### src/hdl/setq_pkg.sv
`timescale 1ns / 1ps
// Package for the sorted event-time queue: field widths, action codes,
// transaction and entry structs. No dependencies.
package setq_pkg;

  localparam int unsigned CAPACITY_DEF = 64;
  localparam int unsigned KEY_W        = 16;
  localparam int unsigned TIME_W       = 64;
  localparam int unsigned COUNT_W      = 7;
  localparam int unsigned ACTION_W     = 2;

  typedef enum logic [ACTION_W-1:0] {
    ACT_INSERT = 2'd0,
    ACT_UPDATE = 2'd1,
    ACT_QUERY  = 2'd2
  } setq_act_e;

  typedef struct packed {
    logic [ACTION_W-1:0] action;
    logic [KEY_W-1:0]    event_key;
    logic [TIME_W-1:0]   event_time;
  } setq_in_t;

  typedef struct packed {
    logic               min_valid;
    logic [KEY_W-1:0]   min_key;
    logic [TIME_W-1:0]  min_time;
    logic               found;
    logic [TIME_W-1:0]  found_time;
    logic [COUNT_W-1:0] entry_count;
    logic               dropped;
  } setq_out_t;

  // One stored pair.
  typedef struct packed {
    logic [KEY_W-1:0]  ev_key;
    logic [TIME_W-1:0] ev_time;
  } setq_entry_t;

  // Status from the shared compare unit.
  typedef struct packed {
    logic lt;
    logic gt;
    logic key_eq;
  } setq_cmp_t;

endpackage

### src/hdl/setq_cmp.sv
`timescale 1ns / 1ps
// Shared compare unit: stored entry against the transaction's time and key.
// Depends on setq_pkg.
module setq_cmp (
  input  setq_pkg::setq_entry_t entry_i,
  input  setq_pkg::setq_entry_t ref_i,
  output setq_pkg::setq_cmp_t   res_o
);

  always_comb begin
    res_o.lt     = entry_i.ev_time < ref_i.ev_time;
    res_o.gt     = entry_i.ev_time > ref_i.ev_time;
    res_o.key_eq = entry_i.ev_key == ref_i.ev_key;
  end

endmodule

### config.mk
export PLATFORM = sky130hd
export DESIGN_NAME = setq_cmp
export DESIGN_NICKNAME = d
export VERILOG_FILES = /design/src/hdl/setq_pkg.sv /design/src/hdl/setq_cmp.sv
export SDC_FILE = /design/constraint.sdc
export NUM_CORES = 1
export LEC_CHECK = 0
export BUFFER_PORTS_ARGS = -buffer_cell sky130_fd_sc_hd__buf_4
export CORE_AREA = 3 3 72 74
export DETAILED_ROUTE_END_ITERATION = 8
export DIE_AREA = 0 0 75 77
export PLACE_DENSITY_LB_ADDON = 0.3
export SLEW_MARGIN = 20
export SYNTH_ARGS = -nofsm -noshare
export SYNTH_HDL_FRONTEND = slang
export SYNTH_SLANG_ARGS = --single-unit
### constraint.sdc
create_clock -name vclk -period 2.65
set_clock_uncertainty 0.05 [all_clocks]
set_input_delay 0.3975 -clock vclk [all_inputs]
set_output_delay 0.3975 -clock vclk [all_outputs]
set_load 0.03 [all_outputs]
==> run_results.csv, run 1 <==
group,metric,value,unit
outcome,status,"complete, no violations",
drt,avgRoutedWirePerCell,12.3,µm
synth,netlist.top_cell.by_area,"sky130_fd_sc_hd__ha_1",
power,net_switching_fraction_of_the_power,0.393,
synth,syn_area,0.00180,mm²
placed_design,port-buffer-count,163,
placed_design,place_area,0.00312,mm²
synth,synth_cells,252,
layout,regArea,0,µm²
drt,drt_drc_violations_left,0,
placed_design,hpwlAfterDp,5440,µm
critical_path,worst-endpoint-required,2.20,ns
sta,worst_slew_margin,0.810,
synth,yosysWarnings,0,
drt,vias,2362,
drt,drt-initial-drc-count,29,
synth,seq_area_frac_synth,0,
power,internal-power,0.290,mW
critical_path,timing.critical_path.arrival,2.13,ns
layout,layout.nets,648,
power,vdd_ir_drop_max,0.0000796,V
synth,yosys.cell_count.top_type,"sky130_fd_sc_hd__inv_1",
cts,cts_hold_buffers,0,
global_route,antenna_found_initial,0,
synth,synthDistinctLibCells,27,
critical_path,critical_path.startpoint_type,"input port",
floorplan,die_w,75,µm
synth,synth_top_area_share,0.446,
sta,fin_crit,2.58,ns
critical_path,worstSetupEndpointType,"output pin",
sta,fmax,388,MHz
global_route,gr-total-overflow,0,
sta,maxSlewViolCount,0,
layout,stdcell_area,0.00328,mm²
layout,antenna_cells_inserted,0,
power,power_switching,0.188,mW
power,power_density,146,mW/mm²
floorplan,std_cell_rows,25,
min_path,holdCritPathClass,"in2out",
layout,num-clock-buffers,0,
synth,synth.avg_cell_area,7.13,µm²
layout,final_layout_size_suffix_gt1_frac,0.445,
layout,area_growth,82.3,%
global_route,grt_pass1_vias,2399,
sta,finalSetupViolations,0,
drt,routed_wirelength,5870,µm
sta,worst-slew-pin-transition,0.282,ns
drt,ant_nets,0,
min_path,hold_path.startpoint,"entry_i[72]",
layout,flops_and_latches,0,
power,pwr-share-comb,1.000,
floorplan,die_height,77,µm
sta,final-hold-violation-count,0,
critical_path,crit_path_start,"entry_i[46]",
power,pwr-share-seq,0,
run,max_cap_violations,0,
power,static-leakage-power,1.89,nW
synth,synthesis.nets,476,
critical_path,path_class,"in2out",
placed_design,gp_congestion,0.763,
sta,fin_tns_setup,0,ns
sta,final_min_period_over_clock_period,0.973,
layout,finalCoreUtilization,0.703,
synth,synth.area.top_cells,"sky130_fd_sc_hd__ha_1, sky130_fd_sc_hd__inv_1, sky130_fd_sc_hd__a21oi_1, sky130_fd_sc_hd__xnor2_1, sky130_fd_sc_hd__nand4_1",
floorplan,floorplan.initialDensity,0.386,
global_route,grt_pass1_wl,8960,µm
floorplan,boundaryPins,163,
floorplan,core_footprint,0.00466,mm²
synth,synth_top_cells_by_count,"sky130_fd_sc_hd__inv_1, sky130_fd_sc_hd__ha_1, sky130_fd_sc_hd__a21oi_1",
power,clkPwrFrac,0,
global_route,grt_start_max_net_pins,4,
critical_path,crit_path_max_fanout,3,
drt,via_per_inst,4.96,
global_route,globalRouteTotalUtil,0.186,
floorplan,floorplan.die_area,0.00578,mm²
drt,detailedRoute.firstPassIterationCount,4,
## cell type report
| type | instances | area (µm²) |
|---|---|---|
| multi-input cells | 187 | 1680 |
| repair buffers | 170 | 1280 |
| inverters | 65 | 246 |
| well taps | 54 | 67.6 |
| fillers | 379 | 1390 |
## power by group through the flow
stage                     Combinational (mW)  Sequential [mW]  Clock (mW)
final                                  0.477                0           0
after global routing                   0.539                0           0
after CTS                              0.460                0           0
after detailed placement               0.448                0           0
after global placement                 0.432                0           0
after floorplan                        0.202                0           0
## through the flow
stage	cells	worst slack, ns	hold WS [ns]	total power [mW]
global placement	473	-0.0807	1.15	0.432
finish	476	0.0707	1.14	0.477
CTS	475	0.0168	1.15	0.460
detailed placement	473	-0.163	1.15	0.448
floorplan	252	0.127	0.966	0.202
global route	476	-0.00200	1.18	0.539
## cell usage in the layout, fill, tap and decap left out, types with 3 or more instances in the layout
cell type                 synthesis  layout
sky130_fd_sc_hd__o21ai_1          1       3
sky130_fd_sc_hd__nand2_1         13      13
sky130_fd_sc_hd__nor3_1           4       3
sky130_fd_sc_hd__o21ai_0         10       7
sky130_fd_sc_hd__nand4_1         17      17
sky130_fd_sc_hd__inv_1           65      64
sky130_fd_sc_hd__ha_1            64      58
sky130_fd_sc_hd__a21o_1           5       5
sky130_fd_sc_hd__buf_4            0     169
sky130_fd_sc_hd__ha_4             0       5
sky130_fd_sc_hd__a21oi_1         28      27
sky130_fd_sc_hd__nand3_1          6       6
sky130_fd_sc_hd__xnor2_1         16      16
## cells by family after synthesis
kind of cell	share of synthesized area
compound gates	0.176
buf+inv	0.136
xor+xnor	0.0780
simple gates	0.164
fa+ha+maj	0.446
## metal layers
metal	up-vias	track usage	routed length, µm
met5	-	0	0
met4	0	0.0285	97
li1	1219	-	-
met2	100	0.395	3260
met3	12	0.0354	529
met1	1031	0.171	1980
## worst max-delay path, cell delays in order
cell and delay [ns]:
sky130_fd_sc_hd__buf_4 0.11, sky130_fd_sc_hd__ha_1 0.32, sky130_fd_sc_hd__a21oi_1 0.16, sky130_fd_sc_hd__nand2_1 0.07
sky130_fd_sc_hd__a221o_1 0.34, sky130_fd_sc_hd__a211o_1 0.29, sky130_fd_sc_hd__a21oi_2 0.17, sky130_fd_sc_hd__and2_4 0.16
sky130_fd_sc_hd__buf_6 0.12
## path summary, 6_finish.rpt
check / slack, ns / cells after the start / to
max: 0.07 / 9 / res_o[2]
min: 1.14 / 5 / res_o[0]
## what timing repair did
item	4_1_cts	5_1_grt
gates cloned	0	0
setup buffers	2	2
resized for setup	6	17
pin swaps	4	12
setup endpoints to repair	2	2
Power figures use the tool's default switching activity.
==> run 2: changes to the inputs <==
- ABC_AREA: default -> 1
- CORE_AREA: 3 3 72 74 -> 3 3 74 76
- DIE_AREA: 0 0 75 77 -> 0 0 77 79
==> run_results.csv, run 2 <==
group,metric,value,unit
global_route,grt_start_max_net_pins,4,
critical_path,critPathSlowestCell,"sky130_fd_sc_hd__ha_1",
layout,final_cell_mix,"sky130_fd_sc_hd__buf_4, sky130_fd_sc_hd__nand2_1, sky130_fd_sc_hd__inv_1",
layout,flops_and_latches,0,
critical_path,path_common_cell,"sky130_fd_sc_hd__nand2_1",
drt,routed_wirelength,5890,µm
synth,synth_cells,333,
synth,yosysWarnings,0,
power,static-leakage-power,2.12,nW
placed_design,port-buffer-count,163,
cts,cts_hold_buffers,0,
run,max_cap_violations,0,
sta,hold_ws,1.15,ns
drt,avgRoutedWirePerCell,10.5,µm
sta,rsz0062_at_grt,"no",
global_route,globalRouteTotalUtil,0.186,
critical_path,path_class,"in2out",
layout,num-clock-buffers,0,
drt,ant_nets,0,
critical_path,worst-endpoint-required,2.20,ns
synth,yosys.cell_count.top_type,"sky130_fd_sc_hd__nand2_1",
sta,maxSlewViolCount,0,
layout,layout.nets,722,
sta,final_min_period_over_clock_period,0.854,
sta,fin_tns_setup,0,ns
critical_path,cp_num_buf_inv,2,
sta,fmax,442,MHz
sta,worst_slew_margin,0.830,
layout,area_growth,65.3,%
global_route,gr-total-overflow,0,
layout,commonest_non_fill_non_tap_cell_in_the_layout,"sky130_fd_sc_hd__buf_4",
power,power_density,140,mW/mm²
placed_design,hpwlAfterDp,5680,µm
layout,antenna_cells_inserted,0,
floorplan,die_height,79,µm
power,vdd_ir_drop_max,0.0000706,V
critical_path,crit_path_max_fanout,3,
sta,fin_crit,2.26,ns
critical_path,critical-path-top-delay-family,"simple AND/OR/NAND/NOR gates",
drt,vias,2525,
drt,drt_drc_violations_left,0,
drt,detailedRoute.firstPassIterationCount,4,
sta,worst-slew-pin-transition,0.253,ns
synth,synthesis.nets,557,
synth,synthDistinctLibCells,24,
drt,via_per_inst,4.48,
sta,finalSetupViolations,0,
synth,seq_area_frac_synth,0,
critical_path,timing.critical_path.arrival,1.82,ns
critical_path,largest_stage_delay_on_the_critical_path,0.31,ns
layout,regArea,0,µm²
floorplan,boundaryPins,163,
min_path,holdCritPathClass,"in2out",
cts,cts_post_setup_buffers_inserted,0,
outcome,status,"complete, no violations",
global_route,antenna_found_initial,0,
synth,synth_top_area_share,0.400,
synth,synth.avg_cell_area,6.01,µm²
critical_path,critical_path.startpoint_type,"input port",
global_route,grt_pass1_wl,9760,µm
global_route,grt_pass1_vias,2507,
floorplan,std_cell_rows,25,
critical_path,worstSetupEndpointType,"output pin",
synth,synth_top_cells_by_count,"sky130_fd_sc_hd__nand2_1, sky130_fd_sc_hd__inv_1, sky130_fd_sc_hd__ha_1",
floorplan,floorplan.die_area,0.00608,mm²
floorplan,die_w,77,µm
floorplan,floorplan.initialDensity,0.418,
drt,drt-initial-drc-count,30,
placed_design,gp_congestion,0.767,
layout,final_layout_size_suffix_gt1_frac,0.355,
layout,fillerInstances,437,
sta,final-hold-violation-count,0,
critical_path,worstPathCellList,"buf_4 -> ha_1 -> nand2_1 -> nor2_1 -> nand2_1 -> nor3b_2 -> and2_1 -> nand2_1 -> a21oi_1 -> buf_4",
synth,synth.area.top_cells,"sky130_fd_sc_hd__ha_1, sky130_fd_sc_hd__nand2_1, sky130_fd_sc_hd__inv_1, sky130_fd_sc_hd__a21oi_1, sky130_fd_sc_hd__xnor2_1",
synth,syn_area,0.00200,mm²
synth,netlist.top_cell.by_area,"sky130_fd_sc_hd__ha_1",
floorplan,core_footprint,0.00479,mm²
cts,post_cts_resize_count,0,
[run 2: per-stage QoR]
step                      power, mW  area, µm²  instances   util  worst slack (ns)
after floorplan               0.229       2000        333      -             0.420
after global placement        0.454       3310        563  0.692             0.395
after detailed placement      0.470       3310        563  0.692             0.376
after CTS                     0.472       3310        563  0.692             0.368
after global routing          0.534       3310        563  0.692             0.199
final                         0.464       3310        563  0.692             0.386
[run 2: metal layers]
layer | track usage | share of wire | up-vias
li1 | - | - | 1364
met1 | 0.200 | 0.37 | 1055
met2 | 0.382 | 0.53 | 100
met3 | 0.0374 | 0.093 | 6
met4 | 0.0196 | 0.0088 | 0
met5 | 0 | 0 | -
[run 2: logic make-up (layout without fill, tap and decap cells)]
group                      after synthesis  in the layout  share of synthesized area
and+or+nand+nor                        133            133                      0.285
buffers and inverters                   90            253                      0.169
AOI/OAI and AO/OA                       32             32                     0.0850
adders and majority gates               64             64                      0.400
xor gates and xnor gates                14             14                     0.0613
[run 2: worst paths after layout]
kind,startpoint,to,slack [ns],cells after the start
setup / recovery,entry_i[51],res_o[1],0.39,10
hold / removal,entry_i[64],res_o[0],1.15,5
[run 2: power by group]
group / internal, mW / switching (mW)
Combinational: 0.272 / 0.192
Sequential: 0 / 0
Clock: 0 / 0
Total: 0.272 / 0.192
[run 2: cell type report]
| type | instances | area, µm² | share of cell area |
|---|---|---|---|
| inverter | 90 | 338 | 0.102 |
| multi-input combinational | 243 | 1660 | 0.503 |
| tap | 67 | 83.8 | 0.0253 |
| timing repair buffer | 163 | 1220 | 0.370 |
[run 2: tightest hold or removal path, stage by stage]
cell	delay (ns)
sky130_fd_sc_hd__buf_4	0.08
sky130_fd_sc_hd__xnor2_1	0.05
sky130_fd_sc_hd__nand4_1	0.06
sky130_fd_sc_hd__nor4_1	0.05
sky130_fd_sc_hd__buf_4	0.16
==> run 3: changes to the inputs <==
- CORE_AREA: 3 3 74 76 -> 3 3 77 79
- DIE_AREA: 0 0 77 79 -> 0 0 80 82
- PLACE_DENSITY: default -> 0.81
- PLACE_DENSITY_LB_ADDON: 0.3 -> default
- clock period: 2.65 -> 1.95 ns (I/O delays scaled with it)
==> run_results.csv, run 3 (synthesized netlist as in run 2, its figures left out) <==
group,metric,value,unit
min_path,holdCritPathClass,"in2out",
sta,worst-slew-pin-transition,0.255,ns
critical_path,worst-endpoint-required,1.61,ns
power,clkPwrFrac,0,
sta,worst_slew_margin,0.828,
placed_design,place_area,0.00334,mm²
layout,antenna_cells_inserted,0,
layout,regArea,0,µm²
layout,layout.nets,729,
drt,via_per_inst,4.68,
sta,finalSetupViolations,2,
drt,drt-initial-drc-count,39,
sta,fin_crit,2.04,ns
layout,num-clock-buffers,0,
placed_design,preCtsSetupSlack,-0.143,ns
power,static-leakage-power,2.19,nW
drt,ant_nets,0,
outcome,failing_checks,"negative setup slack",
global_route,gr-total-overflow,0,
drt,detailedRoute.firstPassIterationCount,4,
global_route,grt_pass1_wl,9870,µm
power,power_density,212,mW/mm²
drt,vias,2692,
critical_path,critical_path.startpoint_type,"input port",
layout,final_layout_size_suffix_gt1_frac,0.503,
layout,finalCoreUtilization,0.723,
drt,avgRoutedWirePerCell,12.7,µm
floorplan,std_cell_rows,27,
power,pwr-share-seq,0,
layout,stdcell_area,0.00391,mm²
run,max_cap_violations,0,
drt,routed_wirelength,7290,µm
floorplan,die_height,82,µm
floorplan,floorplan.die_area,0.00656,mm²
power,internal-power,0.473,mW
sta,rsz0062_at_grt,"yes",
critical_path,largest_stage_delay_on_the_critical_path,0.29,ns
layout,area_growth,95.3,%
critical_path,worstPathCellList,"buf_4 -> inv_1 -> ha_4 -> nand2_1 -> nor2_2 -> nand2_1 -> nor2_1 -> and2_4 -> nand2_2 -> and2_4 -> buf_6",
critical_path,crit_path_max_fanout,2,
floorplan,die_w,80,µm
drt,drt_drc_violations_left,0,
critical_path,cp_num_buf_inv,3,
global_route,globalRouteTotalUtil,0.180,
power,net_switching_fraction_of_the_power,0.429,
critical_path,worstSetupEndpointType,"output pin",
power,final_total_power,0.827,mW
layout,final_cell_mix,"sky130_fd_sc_hd__buf_4, sky130_fd_sc_hd__nand2_1, sky130_fd_sc_hd__inv_1",
sta,maxSlewViolCount,0,
sta,final-hold-violation-count,0,
global_route,grt_start_max_net_pins,4,
sta,final_min_period_over_clock_period,1.05,
floorplan,boundaryPins,163,
sta,fmax,489,MHz
layout,flops_and_latches,0,
floorplan,floorplan.initialDensity,0.370,
layout,commonest_non_fill_non_tap_cell_in_the_layout,"sky130_fd_sc_hd__buf_4",
critical_path,critical-path-top-delay-family,"simple AND/OR/NAND/NOR gates",
placed_design,port-buffer-count,163,
critical_path,timing.critical_path.arrival,1.70,ns
power,power_switching,0.354,mW
power,pwr-share-comb,1.000,
power,vdd_ir_drop_max,0.000122,V
placed_design,gp_congestion,0.785,
critical_path,path_class,"in2out",
placed_design,hpwlAfterDp,5670,µm
sta,timing.final.ws_setup,-0.0934,ns
global_route,grt_pass1_vias,2603,
critical_path,critPathSlowestCell,"sky130_fd_sc_hd__ha_4",
outcome,status,"complete, but fails checks",
floorplan,core_footprint,0.00541,mm²
sta,fin_tns_setup,-0.176,ns
global_route,antenna_found_initial,0,
## run 3: cell count changes in the layout (fill, tap and decap cells not counted), sizes merged
cell,before,now
buf,163,170
## run 3: per-stage QoR
stage | hold slack [ns] | cells
final | 0.934 | 575
after global routing | 0.964 | 575
after CTS | 0.938 | 575
after detailed placement | 0.938 | 571
after global placement | 0.938 | 571
after floorplan | 0.759 | 333
## run 3: per-layer routing
metal / track usage / up-vias / part of all wire
met5: 0 / - / 0
met4: 0.0389 / 0 / 0.016
met3: 0.0285 / 14 / 0.080
met2: 0.388 / 111 / 0.57
met1: 0.174 / 1191 / 0.33
li1: - / 1376 / -
## run 3: cell type report
cell class	count	area (µm²)
multi-input combinational	243	2160
fill	457	1500
timing repair buffer	170	1310
inverter	90	345
tap	72	90.1
## run 3: final timing paths
check  depth (start not counted)   startpoint        to
max                           11    ref_i[47]  res_o[2]
min                            5  entry_i[66]  res_o[0]
## run 3: power groups by stage
stage | combinational (mW) | sequential, mW | clock (mW)
CTS | 0.708 | 0 | 0
global placement | 0.621 | 0 | 0
global route | 0.920 | 0 | 0
finish | 0.827 | 0 | 0
floorplan | 0.313 | 0 | 0
detailed placement | 0.649 | 0 | 0
## run 3: repair_timing
action / 4_1_cts / 5_1_grt
endpoints found under the setup margin: 2 / 2
hold buffers: 0 / 0
endpoints found under the hold margin: 0 / 0
pin swaps: 19 / 19
resized for setup: 37 / 52
buffers inserted: 4 / 0
